<file path="config.mk">
export PLATFORM = sky130hd
export DESIGN_NAME = cartridge_network_mailbox_top
export DESIGN_NICKNAME = d
export VERILOG_FILES = /design/src/cnm_pkg.sv /design/src/cnm_ram.sv /design/src/cnm_ctrl.sv /design/src/cnm_dp.sv /design/src/cartridge_network_mailbox_top.sv
export SDC_FILE = /design/constraint.sdc
export NUM_CORES = 2
export LEC_CHECK = 0
export BUFFER_PORTS_ARGS = -buffer_cell sky130_fd_sc_hd__clkbuf_2
export CAP_MARGIN = 20
export CORE_ASPECT_RATIO = 1.75
export CORE_MARGIN = 2
export CORE_UTILIZATION = 65
export DETAILED_ROUTE_END_ITERATION = 16
export PLACE_DENSITY = 0.81
export SETUP_SLACK_MARGIN = 0.5
export SLEW_MARGIN = 10
export SYNTH_ARGS = -nofsm -noshare
export SYNTH_HDL_FRONTEND = slang
export SYNTH_HIERARCHICAL = 1
export SYNTH_SLANG_ARGS = --single-unit
</file>
<file path="constraint.sdc">
create_clock -name clk -period 17.55 [get_ports clk]
set_input_delay 0.8775 -clock clk [delete_from_list [all_inputs] [get_ports clk]]
set_output_delay 0.8775 -clock clk [all_outputs]
set_load 0.1 [all_outputs]
</file>
<file path="src/cnm_pkg.sv">
// ---------------------------------------------------------------------------
// cnm_pkg
// Shared types, constants and helpers for the cartridge network mailbox.
// ---------------------------------------------------------------------------
package cnm_pkg;

    // buffer depth, a power of two from 16 to 256
    localparam int BUF_DEPTH = 256;
    localparam int AW        = $clog2(BUF_DEPTH);
    localparam int CW        = $clog2(BUF_DEPTH + 1);

    localparam logic [3:0] MAX_PENDING_RST = 4'd5;

    localparam logic [15:0] HOT_MASK     = 16'h0FFF;
    localparam logic [15:0] HOT_TX       = 16'h0FF0;
    localparam logic [15:0] HOT_TX_SEND  = 16'h0FF1;
    localparam logic [15:0] HOT_RX       = 16'h0FF2;
    localparam logic [15:0] HOT_RX_COUNT = 16'h0FF3;

    localparam logic [2:0] KIND_BUS_READ  = 3'd0;
    localparam logic [2:0] KIND_BUS_WRITE = 3'd1;
    localparam logic [2:0] KIND_RSP_BYTE  = 3'd2;
    localparam logic [2:0] KIND_REQ_FAIL  = 3'd3;
    localparam logic [2:0] KIND_TX_FETCH  = 3'd4;

    typedef logic [AW-1:0] ptr_t;
    typedef logic [CW-1:0] fill_t;

    typedef struct packed {
        logic [2:0]  kind;
        logic [15:0] address;
        logic [7:0]  data;
        logic        response_last;
        logic [7:0]  fetch_index;
    } in_t;

    typedef struct packed {
        logic       hit;
        logic [7:0] read_data;
        logic       send_start;
        logic [7:0] send_length;
        logic       send_dropped;
        logic [7:0] tx_byte;
    } out_t;

    typedef enum logic [0:0] {
        ST_IDLE,
        ST_EXEC
    } state_t;

    typedef struct packed {
        logic capture;
        logic commit;
    } cmd_t;

    typedef struct packed {
        logic slot_free;
    } status_t;

    function automatic ptr_t wrap_next(input ptr_t p);
        return (p == ptr_t'(BUF_DEPTH - 1)) ? '0 : p + 1'b1;
    endfunction

    // entries are written in order from zero, so a fill mark tracks them
    function automatic fill_t fill_next(input fill_t f, input ptr_t p);
        return (fill_t'(p) == f) ? f + 1'b1 : f;
    endfunction

endpackage

</file>
<file path="src/cnm_ram.sv">
// ---------------------------------------------------------------------------
// cnm_ram
// Generic single-write, single-read RAM with registered read data.
// ---------------------------------------------------------------------------
module cnm_ram #(
    parameter int WIDTH = 8,
    parameter int DEPTH = 256
) (
    input  logic                     clk,
    input  logic                     we,
    input  logic [$clog2(DEPTH)-1:0] waddr,
    input  logic [WIDTH-1:0]         wdata,
    input  logic                     re,
    input  logic [$clog2(DEPTH)-1:0] raddr,
    output logic [WIDTH-1:0]         rdata
);

    logic [WIDTH-1:0] mem [DEPTH];

    always_ff @(posedge clk)
    begin
        if (we)
        begin
            mem[waddr] <= wdata;
        end
        if (re)
        begin
            rdata <= mem[raddr];
        end
    end

endmodule

</file>
<file path="src/cnm_ctrl.sv">
// ---------------------------------------------------------------------------
// cnm_ctrl
// Sequencer: takes one item, waits for the buffer read, then commits it.
// ---------------------------------------------------------------------------
module cnm_ctrl (
    input  logic              clk,
    input  logic              rst_n,
    input  logic              req_valid,
    output logic              req_ready,
    input  cnm_pkg::status_t  status,
    output cnm_pkg::cmd_t     cmd
);

    cnm_pkg::state_t state_reg;
    cnm_pkg::state_t state_next;

    always_ff @(posedge clk or negedge rst_n)
    begin
        if (!rst_n)
        begin
            state_reg <= cnm_pkg::ST_IDLE;
        end
        else
        begin
            state_reg <= state_next;
        end
    end

    always_comb
    begin
        state_next  = state_reg;
        req_ready   = 1'b0;
        cmd.capture = 1'b0;
        cmd.commit  = 1'b0;
        case (state_reg)
            cnm_pkg::ST_IDLE:
            begin
                req_ready = 1'b1;
                if (req_valid)
                begin
                    cmd.capture = 1'b1;
                    state_next  = cnm_pkg::ST_EXEC;
                end
            end
            cnm_pkg::ST_EXEC:
            begin
                if (status.slot_free)
                begin
                    cmd.commit = 1'b1;
                    state_next = cnm_pkg::ST_IDLE;
                end
            end
            default:
            begin
                state_next = cnm_pkg::ST_IDLE;
            end
        endcase
    end

endmodule

</file>
<file path="src/cnm_dp.sv">
// ---------------------------------------------------------------------------
// cnm_dp
// Datapath: buffers, pointers, pending count, result register.
// ---------------------------------------------------------------------------
module cnm_dp (
    input  logic              clk,
    input  logic              rst_n,
    input  cnm_pkg::in_t      req_item,
    output logic              rsp_valid,
    input  logic              rsp_ready,
    output cnm_pkg::out_t     rsp_item,
    input  logic              cfg_valid,
    output logic              cfg_ready,
    input  logic [3:0]        cfg_data,
    input  cnm_pkg::cmd_t     cmd,
    output cnm_pkg::status_t  status
);

    cnm_pkg::in_t   item_reg;
    cnm_pkg::out_t  out_reg;
    cnm_pkg::out_t  out_next;
    logic           out_valid_reg;
    logic           out_valid_next;

    cnm_pkg::ptr_t  rp_reg, rp_next;
    cnm_pkg::ptr_t  wp_reg, wp_next;
    cnm_pkg::ptr_t  tp_reg, tp_next;
    cnm_pkg::fill_t rx_fill_reg, rx_fill_next;
    cnm_pkg::fill_t tx_fill_reg, tx_fill_next;
    logic [3:0]     pend_reg, pend_next;
    logic [3:0]     max_pend_reg;

    logic           rx_we, tx_we;
    logic [7:0]     rx_rdata, tx_rdata;
    cnm_pkg::ptr_t  tx_raddr;
    cnm_pkg::ptr_t  tx_fidx;
    cnm_pkg::ptr_t  tp_adv;
    cnm_pkg::ptr_t  unread;
    logic [15:0]    hot;
    logic           rx_ok, tx_ok;

    assign cfg_ready        = 1'b1;
    assign rsp_valid        = out_valid_reg;
    assign rsp_item         = out_reg;
    assign status.slot_free = !out_valid_reg || rsp_ready;

    assign tx_raddr = req_item.fetch_index[cnm_pkg::AW-1:0];
    assign tx_fidx  = item_reg.fetch_index[cnm_pkg::AW-1:0];
    assign hot      = item_reg.address & cnm_pkg::HOT_MASK;
    assign tp_adv   = cnm_pkg::wrap_next(tp_reg);
    assign unread   = wp_reg - rp_reg;
    assign rx_ok    = cnm_pkg::fill_t'(rp_reg) < rx_fill_reg;
    assign tx_ok    = cnm_pkg::fill_t'(tx_fidx) < tx_fill_reg;

    cnm_ram #(.WIDTH(8), .DEPTH(cnm_pkg::BUF_DEPTH)) u_rx_ram (
        .clk   (clk),
        .we    (rx_we),
        .waddr (wp_reg),
        .wdata (item_reg.data),
        .re    (cmd.capture),
        .raddr (rp_reg),
        .rdata (rx_rdata)
    );

    cnm_ram #(.WIDTH(8), .DEPTH(cnm_pkg::BUF_DEPTH)) u_tx_ram (
        .clk   (clk),
        .we    (tx_we),
        .waddr (tp_reg),
        .wdata (item_reg.data),
        .re    (cmd.capture),
        .raddr (tx_raddr),
        .rdata (tx_rdata)
    );

    always_comb
    begin
        out_next     = '0;
        rx_we        = 1'b0;
        tx_we        = 1'b0;
        rp_next      = rp_reg;
        wp_next      = wp_reg;
        tp_next      = tp_reg;
        rx_fill_next = rx_fill_reg;
        tx_fill_next = tx_fill_reg;
        pend_next    = pend_reg;
        case (item_reg.kind)
            cnm_pkg::KIND_BUS_READ:
            begin
                if (hot == cnm_pkg::HOT_RX)
                begin
                    out_next.hit       = 1'b1;
                    out_next.read_data = rx_ok ? rx_rdata : 8'd0;
                    if (rp_reg != wp_reg)
                    begin
                        rp_next = cnm_pkg::wrap_next(rp_reg);
                    end
                end
                else if (hot == cnm_pkg::HOT_RX_COUNT)
                begin
                    out_next.hit       = 1'b1;
                    out_next.read_data = 8'(unread);
                end
            end
            cnm_pkg::KIND_BUS_WRITE:
            begin
                if (hot == cnm_pkg::HOT_TX || hot == cnm_pkg::HOT_TX_SEND)
                begin
                    out_next.hit = 1'b1;
                    tx_we        = cmd.commit;
                    tx_fill_next = cnm_pkg::fill_next(tx_fill_reg, tp_reg);
                    tp_next      = tp_adv;
                    if (hot == cnm_pkg::HOT_TX_SEND)
                    begin
                        if (pend_reg >= max_pend_reg)
                        begin
                            out_next.send_dropped = 1'b1;
                        end
                        else
                        begin
                            out_next.send_start  = 1'b1;
                            out_next.send_length = 8'(tp_adv);
                            pend_next            = pend_reg + 4'd1;
                        end
                        tp_next = '0;
                    end
                end
            end
            cnm_pkg::KIND_RSP_BYTE:
            begin
                rx_we        = cmd.commit;
                rx_fill_next = cnm_pkg::fill_next(rx_fill_reg, wp_reg);
                wp_next      = cnm_pkg::wrap_next(wp_reg);
                if (item_reg.response_last && pend_reg != 4'd0)
                begin
                    pend_next = pend_reg - 4'd1;
                end
            end
            cnm_pkg::KIND_REQ_FAIL:
            begin
                if (pend_reg != 4'd0)
                begin
                    pend_next = pend_reg - 4'd1;
                end
            end
            cnm_pkg::KIND_TX_FETCH:
            begin
                out_next.tx_byte = tx_ok ? tx_rdata : 8'd0;
            end
            default:
            begin
                out_next = '0;
            end
        endcase
    end

    always_comb
    begin
        if (cmd.commit)
        begin
            out_valid_next = 1'b1;
        end
        else if (rsp_ready)
        begin
            out_valid_next = 1'b0;
        end
        else
        begin
            out_valid_next = out_valid_reg;
        end
    end

    always_ff @(posedge clk or negedge rst_n)
    begin
        if (!rst_n)
        begin
            out_valid_reg <= 1'b0;
            rp_reg        <= '0;
            wp_reg        <= '0;
            tp_reg        <= '0;
            rx_fill_reg   <= '0;
            tx_fill_reg   <= '0;
            pend_reg      <= '0;
            max_pend_reg  <= cnm_pkg::MAX_PENDING_RST;
        end
        else
        begin
            out_valid_reg <= out_valid_next;
            if (cmd.commit)
            begin
                rp_reg      <= rp_next;
                wp_reg      <= wp_next;
                tp_reg      <= tp_next;
                rx_fill_reg <= rx_fill_next;
                tx_fill_reg <= tx_fill_next;
                pend_reg    <= pend_next;
            end
            if (cfg_valid)
            begin
                max_pend_reg <= cfg_data;
            end
        end
    end

    always_ff @(posedge clk)
    begin
        if (cmd.capture)
        begin
            item_reg <= req_item;
        end
        if (cmd.commit)
        begin
            out_reg <= out_next;
        end
    end

endmodule

</file>
<file path="src/cartridge_network_mailbox_top.sv">
// ---------------------------------------------------------------------------
// cartridge_network_mailbox_top
// Mailbox behind four bus hotspots with a transmit buffer and receive ring.
//
// req_valid/req_ready carry one item (bus read, bus write, response byte,
// request failure or transmit byte fetch); every item yields exactly one
// item on rsp_valid/rsp_ready. cfg_valid/cfg_ready write max_pending.
// Timing: an item is taken in the idle state, where the item register and the
// buffer read data are registered; the result is loaded into the output
// register in the exec state once that register is free. A new item is not
// taken until the previous one is committed into the output register.
// A result waiting in the output register does not stop the next item from
// being taken; a stalled receiver holds the sequencer in its exec state and
// the second item in the item register until the output register frees up.
// Reset clears pointers, fill marks and pending count, and sets max_pending
// to 5; unwritten buffer entries read as zero, so no clearing pass is run.
// ---------------------------------------------------------------------------
module cartridge_network_mailbox_top (
    input  logic           clk,
    input  logic           rst_n,
    input  logic           req_valid,
    output logic           req_ready,
    input  cnm_pkg::in_t   req_item,
    output logic           rsp_valid,
    input  logic           rsp_ready,
    output cnm_pkg::out_t  rsp_item,
    input  logic           cfg_valid,
    output logic           cfg_ready,
    input  logic [3:0]     cfg_data
);

    cnm_pkg::cmd_t    cmd;
    cnm_pkg::status_t status;

    cnm_ctrl u_ctrl (
        .clk       (clk),
        .rst_n     (rst_n),
        .req_valid (req_valid),
        .req_ready (req_ready),
        .status    (status),
        .cmd       (cmd)
    );

    cnm_dp u_dp (
        .clk       (clk),
        .rst_n     (rst_n),
        .req_item  (req_item),
        .rsp_valid (rsp_valid),
        .rsp_ready (rsp_ready),
        .rsp_item  (rsp_item),
        .cfg_valid (cfg_valid),
        .cfg_ready (cfg_ready),
        .cfg_data  (cfg_data),
        .cmd       (cmd),
        .status    (status)
    );

endmodule

</file>
; ---- Word level (Yosys, flattened, before mapping)
; Memory sizes are Yosys's and may differ from the RTL's. A register that Yosys moved wholly into a read port is not among the register bits.
; Index checks and enable logic that the tools add are counted.
[word_totals]
reg_bits = 111
input_bits = 45
ram_bits = 4096
memories = 2
elab_cells = 106
out_inout_bits = 30
[classes]
add_sub_neg = 8
order_cmp = 3
reduce_logical = 17
n_mux = 33
eq_ne = 19
bitwise_logic = 4
[mem_list]
columns = name, depth, width, read_ports, rd_ports_with_merged_regs, wr, line_no
row1 = u_dp.u_rx_ram.mem, 256, 8, 1, 1, 1, cnm_ram.sv:18  ; logic [WIDTH-1:0] mem [DEPTH];
row2 = u_dp.u_tx_ram.mem, 256, 8, 1, 1, 1, cnm_ram.sv:18
[ops]
columns = op, count
row1 = equality test 12 bit (second input constant), 4
row2 = 2-to-1 mux 8 bit, 5
row3 = 2-to-1 mux 9 bit, 3
row4 = adder 8 x 1 -> 8 bit (second input constant), 3
row5 = equality test 8 bit (second input constant), 3
row6 = 2-to-1 mux 4 bit, 5
row7 = adder 9 x 1 -> 9 bit (second input constant), 2
row8 = equality test 8 x 9 -> 1 bit, 2
row9 = less-than comparator 8 x 9 -> 1 bit, 2
row10 = 2-to-1 mux 1 bit, 17
row11 = one-hot mux 4 bit (3 select lines), 1
row12 = AND reduction 3 bit, 3
row13 = != test 2 x 1 -> 1 bit (second input constant), 4
row14 = != test 8 bit, 1
row15 = AND reduction 4 bit, 2
row16 = subtractor 8 bit, 1
row17 = AND reduction 7 bit, 1
row18 = equality test 3 x 2 -> 1 bit (second input constant), 2
row19 = adder 4 x 1 -> 4 bit (second input constant), 1
row20 = greater-or-equal comparator 4 bit, 1
row21 = inverter 1 bit, 4
row22 = one-hot mux 1 bit (2 select lines), 2
row23 = AND reduction 2 bit, 2
row24 = nonzero test 4 bit, 1
row25 = 11 further kinds, 12

; ---- Depth between registers and ports, before layout
[logic_depth]
word_depth = 8
mapped_depth = 11

; ---- By module
; Netlist, hierarchy kept.
[by_module_without_submodules]
columns = mod, n_inst, area_per_inst_um2, cells_per_inst, seq_area_each_um2
row1 = cnm_ram, 2, 79636.4, 3733, 61739.2
row2 = cnm_dp, 1, 5624.1, 476, 3050.4
row3 = cnm_ctrl, 1, 53.8, 6, 25.0

; ---- Worst setup path before layout
; No wires, ideal clock.
[synth_timing]
path_type = reg2reg
from = register u_dp/item_reg[9] (netlist name)
to = memory u_dp.u_rx_ram.mem[0][0], data pin
period_less_slack_ns = 7.593
path_buffers = 0
stages_incl_launch_ff = 1
t_arrival_ns = 6.158
path_slack_ns = 9.957
cell_sequence = edfxtp_1
[synth_lines]
columns = element, line_no
row1 = start: declaration, cnm_dp.sv:19  ; cnm_pkg::in_t item_reg;
row2 = start signal: assignment, cnm_dp.sv:208  ; item_reg <= req_item;
row3 = end: declaration, cnm_ram.sv:18
; No word-level cell before the write port.

==> qor.yml <==
floorplan:
  dieArea_um2: 258000
  die_w_um: 385
  fp-row-count: 244
  floorplan.core_area_um2: 252000
  initial_utilization_pct: 65.3
  pin_count: 75
  die_h_um: 670
setup_path:
  crit_path_cell_trace: "buf_4 > buf_12 > buf_4 > mux4_2 > a22o_1 > a221oi_1 > o221ai_1 > a211oi_1 > nor4_1 > buf_4"
  reg2reg_slack_ns: 11.16
  crit_buf_inv: 4
  endpoint: "u_dp/u_rx_ram/rdata[3]$_DFFE_PP_"
  crit_slowest_cell: "a221oi_1"
  cp_data_required_time_ns: 18.18
  r2r_end: "u_dp/u_rx_ram/rdata[3]$_DFFE_PP_"
  path_delay_family: "compound AO/OA/AOI/OAI gates"
  cp-start-kind: "register"
  cp-startpoint: "u_dp/rp_reg[0]$_DFFE_PN0P_"
  crit_path_max_fanout: 73
  critPathMaxStageDelay_ns: 1.19
  cpMostUsedCell: "buf_4"
  rr_startpoint: "u_dp/rp_reg[0]$_DFFE_PN0P_"
  endpoint_kind: "register"
  worst-path-stages: 10
  crit_type: "reg2reg"
  arrival_ns: 7.02
  worstRegToRegCells: 10
global_routing:
  grt_pass1_wl_um: 627000
  grt_max_degree: 233
  grt.overflow.total: 0
  grt_pass1_vias: 87400
  grt_usage_pct: 34.5
  antenna_found_initial: 12
final_layout:
  syn2layout_area_growth_pct: 9.12
  fin_nets: 8159
  layout-drive-gt1-share_pct: 21.0
  fillers: 13400
synthesis:
  synth_cells: 7948
  synthArstFlopShare_pct: 1.23
  yosys_most_used_dff: "edfxtp_1"
  synth.most_common_cell: "edfxtp_1"
  mappedNetlistNets: 8027
  yosys.cell_types.count: 90
  synth_top_area_share_pct: 75.9
  yosys_register_bits: 4223
  seq_area_frac_synth_pct: 76.7
  syn_area_um2: 165000
  synth_edf_count: 4171
  synth.cells.most_frequent: "edfxtp_1, mux4_2, nor2_1"
  avgSynthCellArea_um2: 20.8
  ys_warn_count: 6
  synth.area.top_cells: "edfxtp_1, mux4_2, mux2i_1"
  synth_area_leader_cell: "edfxtp_1"
cts:
  root_buffer: "clkbuf_16"
  clkTransAtPathRegs_ns: 0.07
  clkLatencyLatePin_ns: 0.90
  htreeDepth: 5
  cts_setup_buffers: 0
  cts_buffers: 352
  cts_tree: "done"
  cts.sinks: 4223
  cts_hold_buf: 0
  clockBufferDepth: 4
  cts-resized-gates: 0
placed_design:
  hpwl_um: 257000
  place_ws_ns: 10.88
  io_buffers: 69
  place_congestion: 0.983
outcome:
  failed_checks: "slew limit"
  status: "finished with violations"
power_and_ir_drop:
  p_leak_nw: 55.0
  ir_drop_mv: 0.117
  cellPowerDensity_nw_per_um2: 116
drt:
  final_antenna_net_count: 0
  drc_errors: 0
  avgViaCountPerCell: 7.35
  wl_per_cell_um: 38.3
  drt-initial-drc-count: 11600
  num_vias: 85900
  dr.pass1.iters: 12
  routed_wl_um: 447000
sta:
  period_share_pct: 36.4
  setup_ws_ns: 11.16
  finalCriticalPeriod_ns: 6.39
  hold_viol: 0
  slew_viol_final: 2
  finalSetupViolCount: 0
  rsz0062_at_grt: "false"
  max_slew_margin_pct: -4.66
  tightest_slew_ns: 1.57
  fmax_ghz: 0.156
  skew_ns: 0.0711
  setup_tns_ns: 0
run:
  drv_cap: 0
worst_hold_path:
  hp-class: "in2async"
==> worst reg2reg max path, cell delays in order (launching register included) <==
cell      delay [ns]
dfrtp_4         0.76
buf_4           0.61
buf_12          0.47
buf_4           0.89
mux4_2          0.75
a22o_1          0.20
a221oi_1        1.19
o221ai_1        0.32
a211oi_1        0.60
nor4_1          0.10
buf_4           0.21
==> power breakdown <==
group | switching (mW) | total [mW] | internal (mW)
registers | 0.0588 | 11.5 | 11.5
logic | 1.06 | 1.32 | 0.261
clock network | 3.57 | 7.95 | 4.38
total | 4.68 | 20.8 | 16.1
==> stage by stage <==
step           cells  power, mW  utilization [%]  cell area (um^2)  hold slack [ns]
2_1_floorplan   7948       12.7                -            165000            0.465
5_1_grt        11700       21.2             71.3            180000            0.119
4_1_cts        11700       20.8             71.1            180000           0.0943
6_report       11700       20.8             71.3            180000            0.127
3_5_place_dp   11000       13.0             66.6            168000            0.504
3_3_place_gp   11000       12.9             66.6            168000            0.495
==> area by class of cell <==
cell class	instances	area (um^2)	share of cell area, %
flip-flops and latches	4223	127000	70.3
multi-input cells	3208	35500	19.7
diodes	10	25.0	0.0139
clock inverters	199	2050	1.14
repair buffers	256	2170	1.21
well taps	3321	4160	2.31
inverters	39	146	0.0813
clock buffers	428	9360	5.20
==> how the worst min path moves through the flow <==
stage / endpoint / slack (ns)
2_1_floorplan: u_dp/tx_fill_reg[8]$_DFFE_PN0P_ / 0.47
3_3_place_gp: u_dp/pend_reg[3]$_DFFE_PN0P_ / 0.50
3_5_place_dp: u_dp/rx_fill_reg[5]$_DFFE_PN0P_ / 0.50
4_1_cts: u_dp/item_reg[10]$_DFFE_PP_ / 0.09
5_1_grt: u_dp/item_reg[33]$_DFFE_PP_ / 0.12
6_report: u_dp/rp_reg[2]$_DFFE_PN0P_ / 0.13
==> metal layers <==
metal | wire length, um | up-vias | track usage [%]
met3 | 42300 | 1887 | 6.53
met2 | 227000 | 6971 | 57.6
met1 | 127000 | 43700 | 37.3
met4 | 50600 | 8 | 30.7
met5 | 56 | - | 0
li1 | - | 33300 | -
==> cells in the final DEF, fill, tap and decap left out, types with 46 or more instances in the layout <==
cell type  count
edfxtp_1    4171
mux4_2       908
nor2_1       571
clkbuf_16    362
mux2i_1      268
a22oi_1      267
a21oi_1      209
buf_4        151
nand2_1      101
o221ai_1      92
nand3_1       67
clkinv_1      66
clkinv_2      66
clkbuf_2      65
clkbuf_1      61
nor2b_1       61
o22ai_1       57
nor3_1        49
nor4_1        46
==> kinds of logic (layout without fill, tap and decap cells) <==
group | Yosys count | in the layout | synth area share [%]
AOI/OAI and AO/OA | 869 | 869 | 3.70
xor gates and xnor gates | 49 | 49 | 0.260
adders and majority gates | 34 | 34 | 0.267
buffers and inverters | 517 | 922 | 1.89
DFF | 4223 | 4223 | 76.7
muxes | 1187 | 1187 | 14.1
other | 1 | 11 | 0.00227
and+or+nand+nor | 1068 | 1068 | 3.03
No activity file was read; power rests on OpenSTA's default activity.
